## src/rsa_pkg.sv

```systemverilog
// Shared types and constants for the RSA modular exponentiation engine.
// No dependencies; used by every module of the block.
`default_nettype none
package rsa_pkg;

   localparam int MOD_WIDTH_DEF   = 64;
   localparam int PRIME_WIDTH_DEF = 32;
   localparam int DATA_WIDTH      = 64;
   localparam int CSR_IDX_WIDTH   = 2;

   localparam logic [DATA_WIDTH-1:0] EXP_RESET = 64'd65537;

   localparam logic [CSR_IDX_WIDTH-1:0] CSR_MODULUS  = 2'd0;
   localparam logic [CSR_IDX_WIDTH-1:0] CSR_EXPONENT = 2'd1;
   localparam logic [CSR_IDX_WIDTH-1:0] CSR_PRIME_P  = 2'd2;
   localparam logic [CSR_IDX_WIDTH-1:0] CSR_PRIME_Q  = 2'd3;

   typedef enum logic [1:0] {
      STS_OK         = 2'd0,
      STS_NO_INVERSE = 2'd1,
      STS_ZERO_MOD   = 2'd2
   } status_type;

   typedef struct packed {
      logic                  req_type;
      logic [DATA_WIDTH-1:0] in_value;
   } rsa_req_type;

   typedef struct packed {
      logic [DATA_WIDTH-1:0] out_value;
      logic [1:0]            status;
   } rsa_rsp_type;

   typedef enum logic [4:0] {
      OP_NONE,
      OP_ACCEPT,
      OP_LOAD_ENC,
      OP_LOAD_DEC,
      OP_LOAD_TOT,
      OP_DIV_BASE,
      OP_DIV_EXP,
      OP_DIV_EUC,
      OP_SET_BASE,
      OP_EUC_INIT,
      OP_EUC_Q,
      OP_EUC_STEP,
      OP_EUC_FINISH,
      OP_EUC_NOINV,
      OP_POW_INIT,
      OP_MUL_INIT_SQ,
      OP_MUL_INIT_MB,
      OP_MUL_INIT_EQ,
      OP_MUL_DBL,
      OP_MUL_ADD,
      OP_ACC_TAKE,
      OP_EXP_SHIFT,
      OP_OUT
   } dp_op_type;

   typedef struct packed {
      dp_op_type  op;
      status_type sts;
   } dp_cmd_type;

   typedef struct packed {
      logic req_dec;
      logic mod_zero;
      logic priv_valid;
      logic inv_missing;
      logic div_done;
      logic r_zero;
      logic exp_msb;
   } dp_stat_type;

endpackage
`default_nettype wire

```

## src/rsa_ctrl.sv

```systemverilog
// Controller state machine: sequences Euclid, exponentiation and modmul steps.
// Depends on rsa_pkg; drives rsa_dp through command and status structs.
`default_nettype none
module rsa_ctrl #(
   parameter int AW = rsa_pkg::MOD_WIDTH_DEF
) (
   input  wire logic                 clock,
   input  wire logic                 reset,
   input  wire logic                 start,
   input  wire rsa_pkg::dp_stat_type stat,
   output logic                      busy,
   output logic                      rsp_valid,
   output rsa_pkg::dp_cmd_type       cmd
);
   localparam int CW = $clog2(AW);
   localparam logic [CW-1:0] LAST = CW'(AW - 1);

   typedef enum logic [4:0] {
      S_IDLE, S_DISPATCH, S_TOT, S_TOT_CHK, S_EXPD_WAIT, S_EUC_TEST, S_EUC_WAIT,
      S_EQ_INIT, S_EQ_DONE, S_DEC_CHK, S_MCHK, S_BASE_WAIT, S_POW_INIT, S_SQ_INIT,
      S_SQ_DONE, S_MB_INIT, S_MB_DONE, S_EXP_NEXT, S_FINISH, S_MDBL, S_MADD
   } state_type;

   state_type     state_ff, state_in, ret_ff, ret_in;
   logic [CW-1:0] mcnt_ff, mcnt_in, pcnt_ff, pcnt_in;
   logic          busy_ff, busy_in, rspv_ff, rspv_in;

   always_comb begin
      state_in = state_ff;
      ret_in   = ret_ff;
      mcnt_in  = mcnt_ff;
      pcnt_in  = pcnt_ff;
      rspv_in  = 1'b0;
      cmd.op   = rsa_pkg::OP_NONE;
      cmd.sts  = rsa_pkg::STS_OK;
      case (state_ff)
         S_IDLE: begin
            if (start) begin
               cmd.op   = rsa_pkg::OP_ACCEPT;
               state_in = S_DISPATCH;
            end
         end
         S_DISPATCH: begin
            if (!stat.req_dec) begin
               cmd.op   = rsa_pkg::OP_LOAD_ENC;
               state_in = S_MCHK;
            end else if (stat.priv_valid) begin
               state_in = S_DEC_CHK;
            end else begin
               state_in = S_TOT;
            end
         end
         S_TOT: begin
            cmd.op   = rsa_pkg::OP_LOAD_TOT;
            state_in = S_TOT_CHK;
         end
         S_TOT_CHK: begin
            if (stat.mod_zero) begin
               cmd.op   = rsa_pkg::OP_EUC_NOINV;
               state_in = S_DEC_CHK;
            end else begin
               cmd.op   = rsa_pkg::OP_DIV_EXP;
               state_in = S_EXPD_WAIT;
            end
         end
         S_EXPD_WAIT: begin
            if (stat.div_done) begin
               cmd.op   = rsa_pkg::OP_EUC_INIT;
               state_in = S_EUC_TEST;
            end
         end
         S_EUC_TEST: begin
            if (stat.r_zero) begin
               cmd.op   = rsa_pkg::OP_EUC_FINISH;
               state_in = S_DEC_CHK;
            end else begin
               cmd.op   = rsa_pkg::OP_DIV_EUC;
               state_in = S_EUC_WAIT;
            end
         end
         S_EUC_WAIT: begin
            if (stat.div_done) begin
               cmd.op   = rsa_pkg::OP_EUC_Q;
               state_in = S_EQ_INIT;
            end
         end
         S_EQ_INIT: begin
            cmd.op   = rsa_pkg::OP_MUL_INIT_EQ;
            mcnt_in  = '0;
            ret_in   = S_EQ_DONE;
            state_in = S_MDBL;
         end
         S_EQ_DONE: begin
            cmd.op   = rsa_pkg::OP_EUC_STEP;
            state_in = S_EUC_TEST;
         end
         S_DEC_CHK: begin
            if (stat.inv_missing) begin
               cmd.op   = rsa_pkg::OP_OUT;
               cmd.sts  = rsa_pkg::STS_NO_INVERSE;
               rspv_in  = 1'b1;
               state_in = S_IDLE;
            end else begin
               cmd.op   = rsa_pkg::OP_LOAD_DEC;
               state_in = S_MCHK;
            end
         end
         S_MCHK: begin
            if (stat.mod_zero) begin
               cmd.op   = rsa_pkg::OP_OUT;
               cmd.sts  = rsa_pkg::STS_ZERO_MOD;
               rspv_in  = 1'b1;
               state_in = S_IDLE;
            end else begin
               cmd.op   = rsa_pkg::OP_DIV_BASE;
               state_in = S_BASE_WAIT;
            end
         end
         S_BASE_WAIT: begin
            if (stat.div_done) begin
               cmd.op   = rsa_pkg::OP_SET_BASE;
               state_in = S_POW_INIT;
            end
         end
         S_POW_INIT: begin
            cmd.op   = rsa_pkg::OP_POW_INIT;
            pcnt_in  = '0;
            state_in = S_SQ_INIT;
         end
         S_SQ_INIT: begin
            cmd.op   = rsa_pkg::OP_MUL_INIT_SQ;
            mcnt_in  = '0;
            ret_in   = S_SQ_DONE;
            state_in = S_MDBL;
         end
         S_SQ_DONE: begin
            cmd.op   = rsa_pkg::OP_ACC_TAKE;
            state_in = stat.exp_msb ? S_MB_INIT : S_EXP_NEXT;
         end
         S_MB_INIT: begin
            cmd.op   = rsa_pkg::OP_MUL_INIT_MB;
            mcnt_in  = '0;
            ret_in   = S_MB_DONE;
            state_in = S_MDBL;
         end
         S_MB_DONE: begin
            cmd.op   = rsa_pkg::OP_ACC_TAKE;
            state_in = S_EXP_NEXT;
         end
         S_EXP_NEXT: begin
            cmd.op   = rsa_pkg::OP_EXP_SHIFT;
            pcnt_in  = pcnt_ff + 1'b1;
            state_in = (pcnt_ff == LAST) ? S_FINISH : S_SQ_INIT;
         end
         S_FINISH: begin
            cmd.op   = rsa_pkg::OP_OUT;
            rspv_in  = 1'b1;
            state_in = S_IDLE;
         end
         S_MDBL: begin
            cmd.op   = rsa_pkg::OP_MUL_DBL;
            state_in = S_MADD;
         end
         S_MADD: begin
            cmd.op   = rsa_pkg::OP_MUL_ADD;
            mcnt_in  = mcnt_ff + 1'b1;
            state_in = (mcnt_ff == LAST) ? ret_ff : S_MDBL;
         end
         default: state_in = S_IDLE;
      endcase
      busy_in = (state_in != S_IDLE);
   end

   always_ff @(posedge clock) begin
      if (reset) begin
         state_ff <= S_IDLE;
         ret_ff   <= S_IDLE;
         mcnt_ff  <= '0;
         pcnt_ff  <= '0;
         busy_ff  <= 1'b0;
         rspv_ff  <= 1'b0;
      end else begin
         state_ff <= state_in;
         ret_ff   <= ret_in;
         mcnt_ff  <= mcnt_in;
         pcnt_ff  <= pcnt_in;
         busy_ff  <= busy_in;
         rspv_ff  <= rspv_in;
      end
   end

   assign busy      = busy_ff;
   assign rsp_valid = rspv_ff;

endmodule
`default_nettype wire

```

## config.mk

```make
export PLATFORM = sky130hd
export DESIGN_NAME = rsa_ctrl
export DESIGN_NICKNAME = d
export VERILOG_FILES = /design/src/rsa_pkg.sv /design/src/rsa_ctrl.sv
export SDC_FILE = /design/constraint.sdc
export NUM_CORES = 1
export LEC_CHECK = 0
export BUFFER_PORTS_ARGS = -buffer_cell sky130_fd_sc_hd__buf_2
export CAP_MARGIN = 30
export CORE_MARGIN = 10
export CORE_UTILIZATION = 35
export CTS_CLUSTER_DIAMETER = 200
export CTS_CLUSTER_SIZE = 20
export DETAILED_ROUTE_END_ITERATION = 8
export PLACE_DENSITY_LB_ADDON = 0.12
export SLEW_MARGIN = 20
export SYNTH_ARGS = -nofsm -noshare
export SYNTH_HDL_FRONTEND = slang
export SYNTH_SLANG_ARGS = --single-unit
```

## constraint.sdc

```tcl
create_clock -name clock -period 4.05 [get_ports clock]
set_input_delay 0.81 -clock clock [delete_from_list [all_inputs] [get_ports clock]]
set_output_delay 0.81 -clock clock [all_outputs]
set_load 0.01 [all_outputs]
```

# ---- Yosys cells after proc, flatten, opt, wreduce, memory -nomap -nowiden
# Index checks and enable logic that the tools add are counted.
dict set report totals {
  regBits 24
  in_bits 10
  elab_cells 70
}
dict set report op_classes {
  n_addsub 2
  eq_ne 22
  mux 33
  reduce_logical 7
}
# operator count
set ops {}
lappend ops {{$pmux 5 s20} 1}
lappend ops {{$pmux 5 s18} 1}
lappend ops {{$mux 5} 9}
lappend ops {{$mux 4} 11}
lappend ops {{$eq 5x4->1 const B} 8}
lappend ops {{$eq 5x5->1 const B} 5}
lappend ops {{$pmux 6 s2} 2}
lappend ops {{$eq 5x3->1 const B} 4}
lappend ops {{$pmux 5 s3} 1}
lappend ops {{$add 6x1->6 const B} 2}
lappend ops {{$eq 6x6->1 const B} 2}
lappend ops {{$eq 5x2->1 const B} 2}
lappend ops {{$eq 5x1->1 const B} 1}
lappend ops {{$logic_not 5->1} 1}
lappend ops {{$reduce_bool 5->1} 1}
lappend ops {{$mux 1} 4}
lappend ops {{$mux 2} 2}
lappend ops {{$pmux 2 s2} 1}
lappend ops {{$reduce_bool 2->1} 2}
lappend ops {{$pmux 1 s3} 1}
lappend ops {{$reduce_bool 3->1} 1}
lappend ops {{$reduce_or 3->1} 1}
lappend ops {{$reduce_or 2->1} 1}

# ---- Longest topological paths before layout
# Gate-level depths: netlist of run 1.
dict set report logic_depth {
  ltp_word 4
  depth_mapped 9
}

# ---- Worst setup path before layout of run 1
# OpenSTA, ideal clock, no wires.
dict set report synth_path {
  path_type {in2out}
  start {input port stat[5] (netlist name)}
  end {output port cmd[3] (netlist name)}
  arrival_time_ns 1.641
  required_ns 3.240
  setup_slack_ns 1.599
  path_stages 5
  path_buffers 0
  path_cell_list {and2b_1 > mux2i_1 > or3_1 > o221ai_1 > o21bai_1}
}
# item line_no
set synth_lines {}
lappend synth_lines {{start: declaration} rsa_ctrl.sv:10} ;# input wire rsa_pkg::dp_stat_type stat,
lappend synth_lines {{end: declaration} rsa_ctrl.sv:13} ;# output rsa_pkg::dp_cmd_type cmd

==> results of run 1 <==
[routing by layer]
metal | global-route usage | up-vias | share of wire
li1 | - | 871 | -
met1 | 0.1623 | 802 | 0.48
met2 | 0.1881 | 40 | 0.46
met3 | 0.02917 | 2 | 0.050
met4 | 0.01301 | 0 | 0.0017
met5 | 0 | - | 0
[cell type report]
cell class	instances	area [um2]	area share
clock buffers	4	55.05	0.03066
repair buffers	19	97.59	0.05436
multi-input cells	188	1116	0.6216
well taps	54	67.56	0.03763
flip-flops and latches	22	440.4	0.2453
inverters	5	18.77	0.01045
[worst paths after layout]
path	to	slack, ps	depth (start not counted)
setup / recovery	cmd[3]	880	6
hold / removal	mcnt_ff[5]	490	1
setup reg to reg	busy	1480	5
hold reg to reg	mcnt_ff[5]	490	1
[placed cells by master (no fill, tap or decap), types with 3 or more instances in the layout]
cell / synthesis / routed
inv_1: 4 / 4
nand3b_1: 5 / 5
nand2_1: 14 / 14
nor2b_1: 4 / 4
nand2b_1: 6 / 6
a211oi_1: 4 / 4
nor2_1: 37 / 37
o21ai_0: 16 / 16
nand3_1: 9 / 9
a22oi_1: 5 / 5
dfxtp_1: 22 / 22
o22ai_1: 3 / 3
a31oi_1: 3 / 3
a21oi_1: 24 / 24
and3_1: 7 / 7
clkbuf_8: 0 / 4
nor3_1: 8 / 8
buf_2: 5 / 18
[state kept, by name, summed over array words and instances (netlist names)]
signal,count
pcnt_ff,6
ret_ff,3
mcnt_ff,6
busy,1
rsp_valid,1
state_ff,5
[power by group through the flow]
stage	Sequential, mW	Combinational, mW	Clock (mW)
2_1_floorplan	0.260	0.392	0
3_3_place_gp	0.341	0.432	0
3_5_place_dp	0.339	0.423	0
4_1_cts	0.334	0.426	0.163
5_1_grt	0.350	0.477	0.175
6_report	0.337	0.424	0.156
[worst max-delay path: stages, from the launching register on]
cell	delay, ps
dfxtp_1	940
nand2b_1	200
o32ai_1	370
nand2_1	100
o221ai_1	190
o21bai_1	130
buf_2	160
[cells by family (layout without fill, tap and decap cells)]
| logic type | after synthesis | count (layout) |
|---|---|---|
| adder cells (fa/ha/maj) | 2 | 2 |
| buffers and inverters | 23 | 28 |
| multiplexers | 3 | 3 |
| AND/OR/NAND/NOR | 108 | 108 |
| flip-flops | 22 | 22 |
| XOR/XNOR | 1 | 1 |
| AO/OA/AOI/OAI | 74 | 74 |
==> run metrics, run 1 <==
status=finished clean; Async SR Flop Fraction=0; Hold Crit Start=mcnt_ff[5]; die height=roughly 89 um; first-pass GRT wire length=roughly 7.6 mm; post-CTS sizing=0; syn_area_per_cell=a little over 7 um2; Area after DPL=approximately 1700 um2; Final Cycle Share=0.7825; Synth top area share=0.2623; clock root cell=clkbuf_8; area delta synth->final=6.930%; CTS clk-pin slew, worst paths=80 ps; Post-Synth XOR/XNOR Area=0.005216; hold_buf cts=0; mux cell area share after synthesis=0.01863; drt wl/cell=about 16 um; Mapped Cells=about 230; I/O Pins=19; FMAX=approximately 0.32 GHz; total power=approximately 0.92 mW; Seq pwr share=0.368; NumNets Final=between 200 and 300; Final setup violation count=0; Simple-Gate Fraction of Synth Area=0.3413; Fin Setup TNS=0 ps; starting density of the core=0.3579; worst slew pin tran=between 900 and 1000 ps; Filler Cells Inserted=around 550; number of global-route vias before repair=approximately 1500; most area-hungry cell type in the Yosys netlist=dfxtp_1; top_reg_cell synth=dfxtp_1; most frequent cell after synthesis=nor2_1; worst-path fanout max=28; total wire length=between 4 and 5 mm; final instance area=roughly 1800 um2; dpl ws=between 1000 and 1500 ps; fin. max-slew vios=0; Mapped Area=approximately 1700 um2; clk_skew=roughly 3.3 ps; CTS Buf Count=3; Psw=0.4144 mW; Unique masters post-synth=54; Hold Vio Cnt, Final=0; crit path time final=3169 ps; Crit path arrival time=roughly 2400 ps; MaxCap Viol Count=0; clk buf depth=2; crit end category=primary output; post-route ant nets=0; Worst setup SP type=flip-flop; synth cell count leaders=37 x nor2_1, 24 x a21oi_1, 22 x dfxtp_1; pwr dens=510.6 nW/um2; worst r2r src=state_ff[1]; total die area=7968 um2; CORE AREA=4692 um2; Cell Count Post-Placement=288; hold crit path type=reg -> reg; clk_lat worst skew=roughly 260 ps; EDFF count, synth=0; Leakage=a little under 0.7 nW; non-filler cells, final=just under 300; detail-routed via count per cell=5.873; Final Hold Slack=485.1 ps; Slew HR=0.3738; fin worst setup slack=roughly 900 ps; Std-Cell Rows=25; worst IR drop on VDD=0.2415 mV; synth top area cells=dfxtp_1 26%, nor2_1 8.3%, a21oi_1 7.2%; Critical Path Start=state_ff[2]; Core Util, Final=0.3827; adder-cell area share of the yosys netlist=0.01490; Ys Warns=0; Syn Nets=245; initial antenna violation count=0; largest net degree at the start of global routing=29; total grt overflow=0; Post-CTS Setup Bufs=0; # clock sinks=22; CTS tree=built; Worst EP required=between 3000 and 4000 ps; layout cell share with drive strength beyond 1=0.1345; # DRC=0; RePlAce Congestion=0.8378; internal power=approximately 0.50 mW; Starting DRT DRC Count=221; RSZ-0062 raised after global routing=false; Die W=89.27 um; largest family of logic cells by synthesized area=simple AND/OR/NAND/NOR gates; Total GRT Usage=0.1186; Synth Area in Compound Gates=0.2846; Seq/Total Area, Yosys=0.2623; port bufs=18; Sw Share=0.4520; DRT Pass-1 Iters=4; Clk network pwr share=0.170; Final HPWL DP=around 3.4 mm; H-tree depth=1; DR vias=1715; combinational share of power=0.463; ANT cells=0; crit path kind=reg -> out; register bit total from synthesis=22
Note: power is estimated with default switching activity, not from simulation.
==> inputs of run 2 (changes only) <==
Clock period 4.05 ns to 3.1 ns, I/O delays scaled along.
==> run metrics, run 2 (synthesis results as in run 1) <==
worst IR drop on VDD=around 0.3 mV; Starting DRT DRC Count=267; DR vias=1744; crit path time final=about 2700 ps; Std-Cell Rows=25; starting density of the core=0.3579; Hold Crit Start=mcnt_ff[5]; post-route ant nets=0; number of global-route vias before repair=approximately 1700; Top Family by Delay on Critical Path=flip-flops; worst r2r src=state_ff[4]; Hold Vio Cnt, Final=0; crit path buf inv count=1; ANT cells=0; Worst setup SP type=flip-flop; die height=89.27 um; Sw Share=0.4558; first-pass GRT wire length=just over 8 mm; final instance area=1834 um2; CORE AREA=approximately 4700 um2; met2 wire length=slightly above 2 mm; crit end category=primary output; total wire length=about 4.8 mm; Critical Path Start=state_ff[0]; RSZ-0062 raised after global routing=false; worst slew pin tran=between 700 and 800 ps; RePlAce Congestion=roughly 0.93; most common cell after layout, fill and taps aside=nor2_1; worst-path fanout max=19; Worst EP required=~2500 ps; Seq pwr share=0.306; Fin Setup TNS=0 ps; Die W=roughly 89 um; layout cell share with drive strength beyond 1=0.1557; Post-CTS Setup Bufs=0; Core Util, Final=0.3909; Cell Count Post-Placement=a little under 300; total die area=7968 um2; WL met1=around 2.4 mm; initial antenna violation count=0; crit path max-delay cell type=dfxtp_1; total power=between 1 and 1.5 mW; port bufs=18; Crit path arrival time=approximately 2100 ps; Area after DPL=between 1500 and 2000 um2; post-CTS sizing=0; hold crit path type=reg -> reg; Final Cycle Share=0.8837; NumNets Final=between 200 and 300; # clock sinks=22; # DRC=0; CTS tree=built; largest registers=mcnt_ff (6), pcnt_ff (6), state_ff (5); top layer in use=met4; Leakage=0.7129 nW; CTS clk-pin slew, worst paths=about 80 ps; Clk network pwr share=0.141; internal power=between 0.6 and 0.7 mW; hold_buf cts=0; fin. max-slew vios=0; Psw=0.5581 mW; Final setup violation count=0; Filler Cells Inserted=approximately 510; Final HPWL DP=3.506 mm; CP peak stage delay=~730 ps; clk_skew=~4.4 ps; most frequent cells in the layout=37 x nor2_1, 24 x a21oi_1, 22 x dfxtp_1; clock root cell=clkbuf_8; largest net degree at the start of global routing=27; area delta synth->final=9.240%; critical-path cell list=nand2b_1 > nor3_1 > a31oi_1 > o221ai_1 > o21bai_1 > buf_2; Total GRT Usage=0.1280; H-tree depth=1; combinational share of power=0.552; drt wl/cell=16.12 um; clk_lat worst skew=around 260 ps; Slew HR=0.4845; status=finished clean; CTS Buf Count=3; DRT Pass-1 Iters=4; crit path kind=reg -> out; pwr dens=between 600 and 700 nW/um2; clk buf depth=2; MaxCap Viol Count=0; FMAX=~0.37 GHz; total grt overflow=0; detail-routed via count per cell=a little under 6; non-filler cells, final=298; I/O Pins=19; met3 WL post-DR=291 um
run 2: final timing paths:
kind	cells past startpoint	slack, ps	end
worst max-delay path	6	360	cmd[3]
worst min-delay path	1	470	mcnt_ff[5]
worst min register to register	1	470	mcnt_ff[5]
worst max register to register	6	770	busy
run 2: area by class of cell:
cell class	count	area [um2]	share of cell area
clock buffer	3	41.29	0.02251
inverter	5	18.77	0.01023
multi-input combinational	188	1116	0.6085
sequential	22	440.4	0.2401
tap	54	67.56	0.03683
timing repair buffer	26	150.1	0.08186
run 2: power groups by stage:
stage	clock, mW	sequential, mW	combinational [mW]
floorplan	0	0.339	0.512
global placement	0	0.382	0.690
detailed placement	0	0.378	0.666
CTS	0.183	0.371	0.670
global route	0.192	0.379	0.750
finish	0.173	0.375	0.676
run 2: stage by stage:
| stage | setup WS, ps | hold WS (ps) |
|---|---|---|
| after global routing | 162.2 | 527.2 |
| after global placement | 650.3 | 467.6 |
| final | 360.6 | 466.9 |
| after detailed placement | 680.8 | 458.6 |
| after floorplan | 1011 | 437.6 |
| after CTS | 382.0 | 469.6 |
run 2: metal layers:
layer  up-vias  global-route usage
met5         -                   0
met4         0             0.02890
met3        10             0.02917
met2        63              0.1861
met1       793              0.1846
li1        878                   -
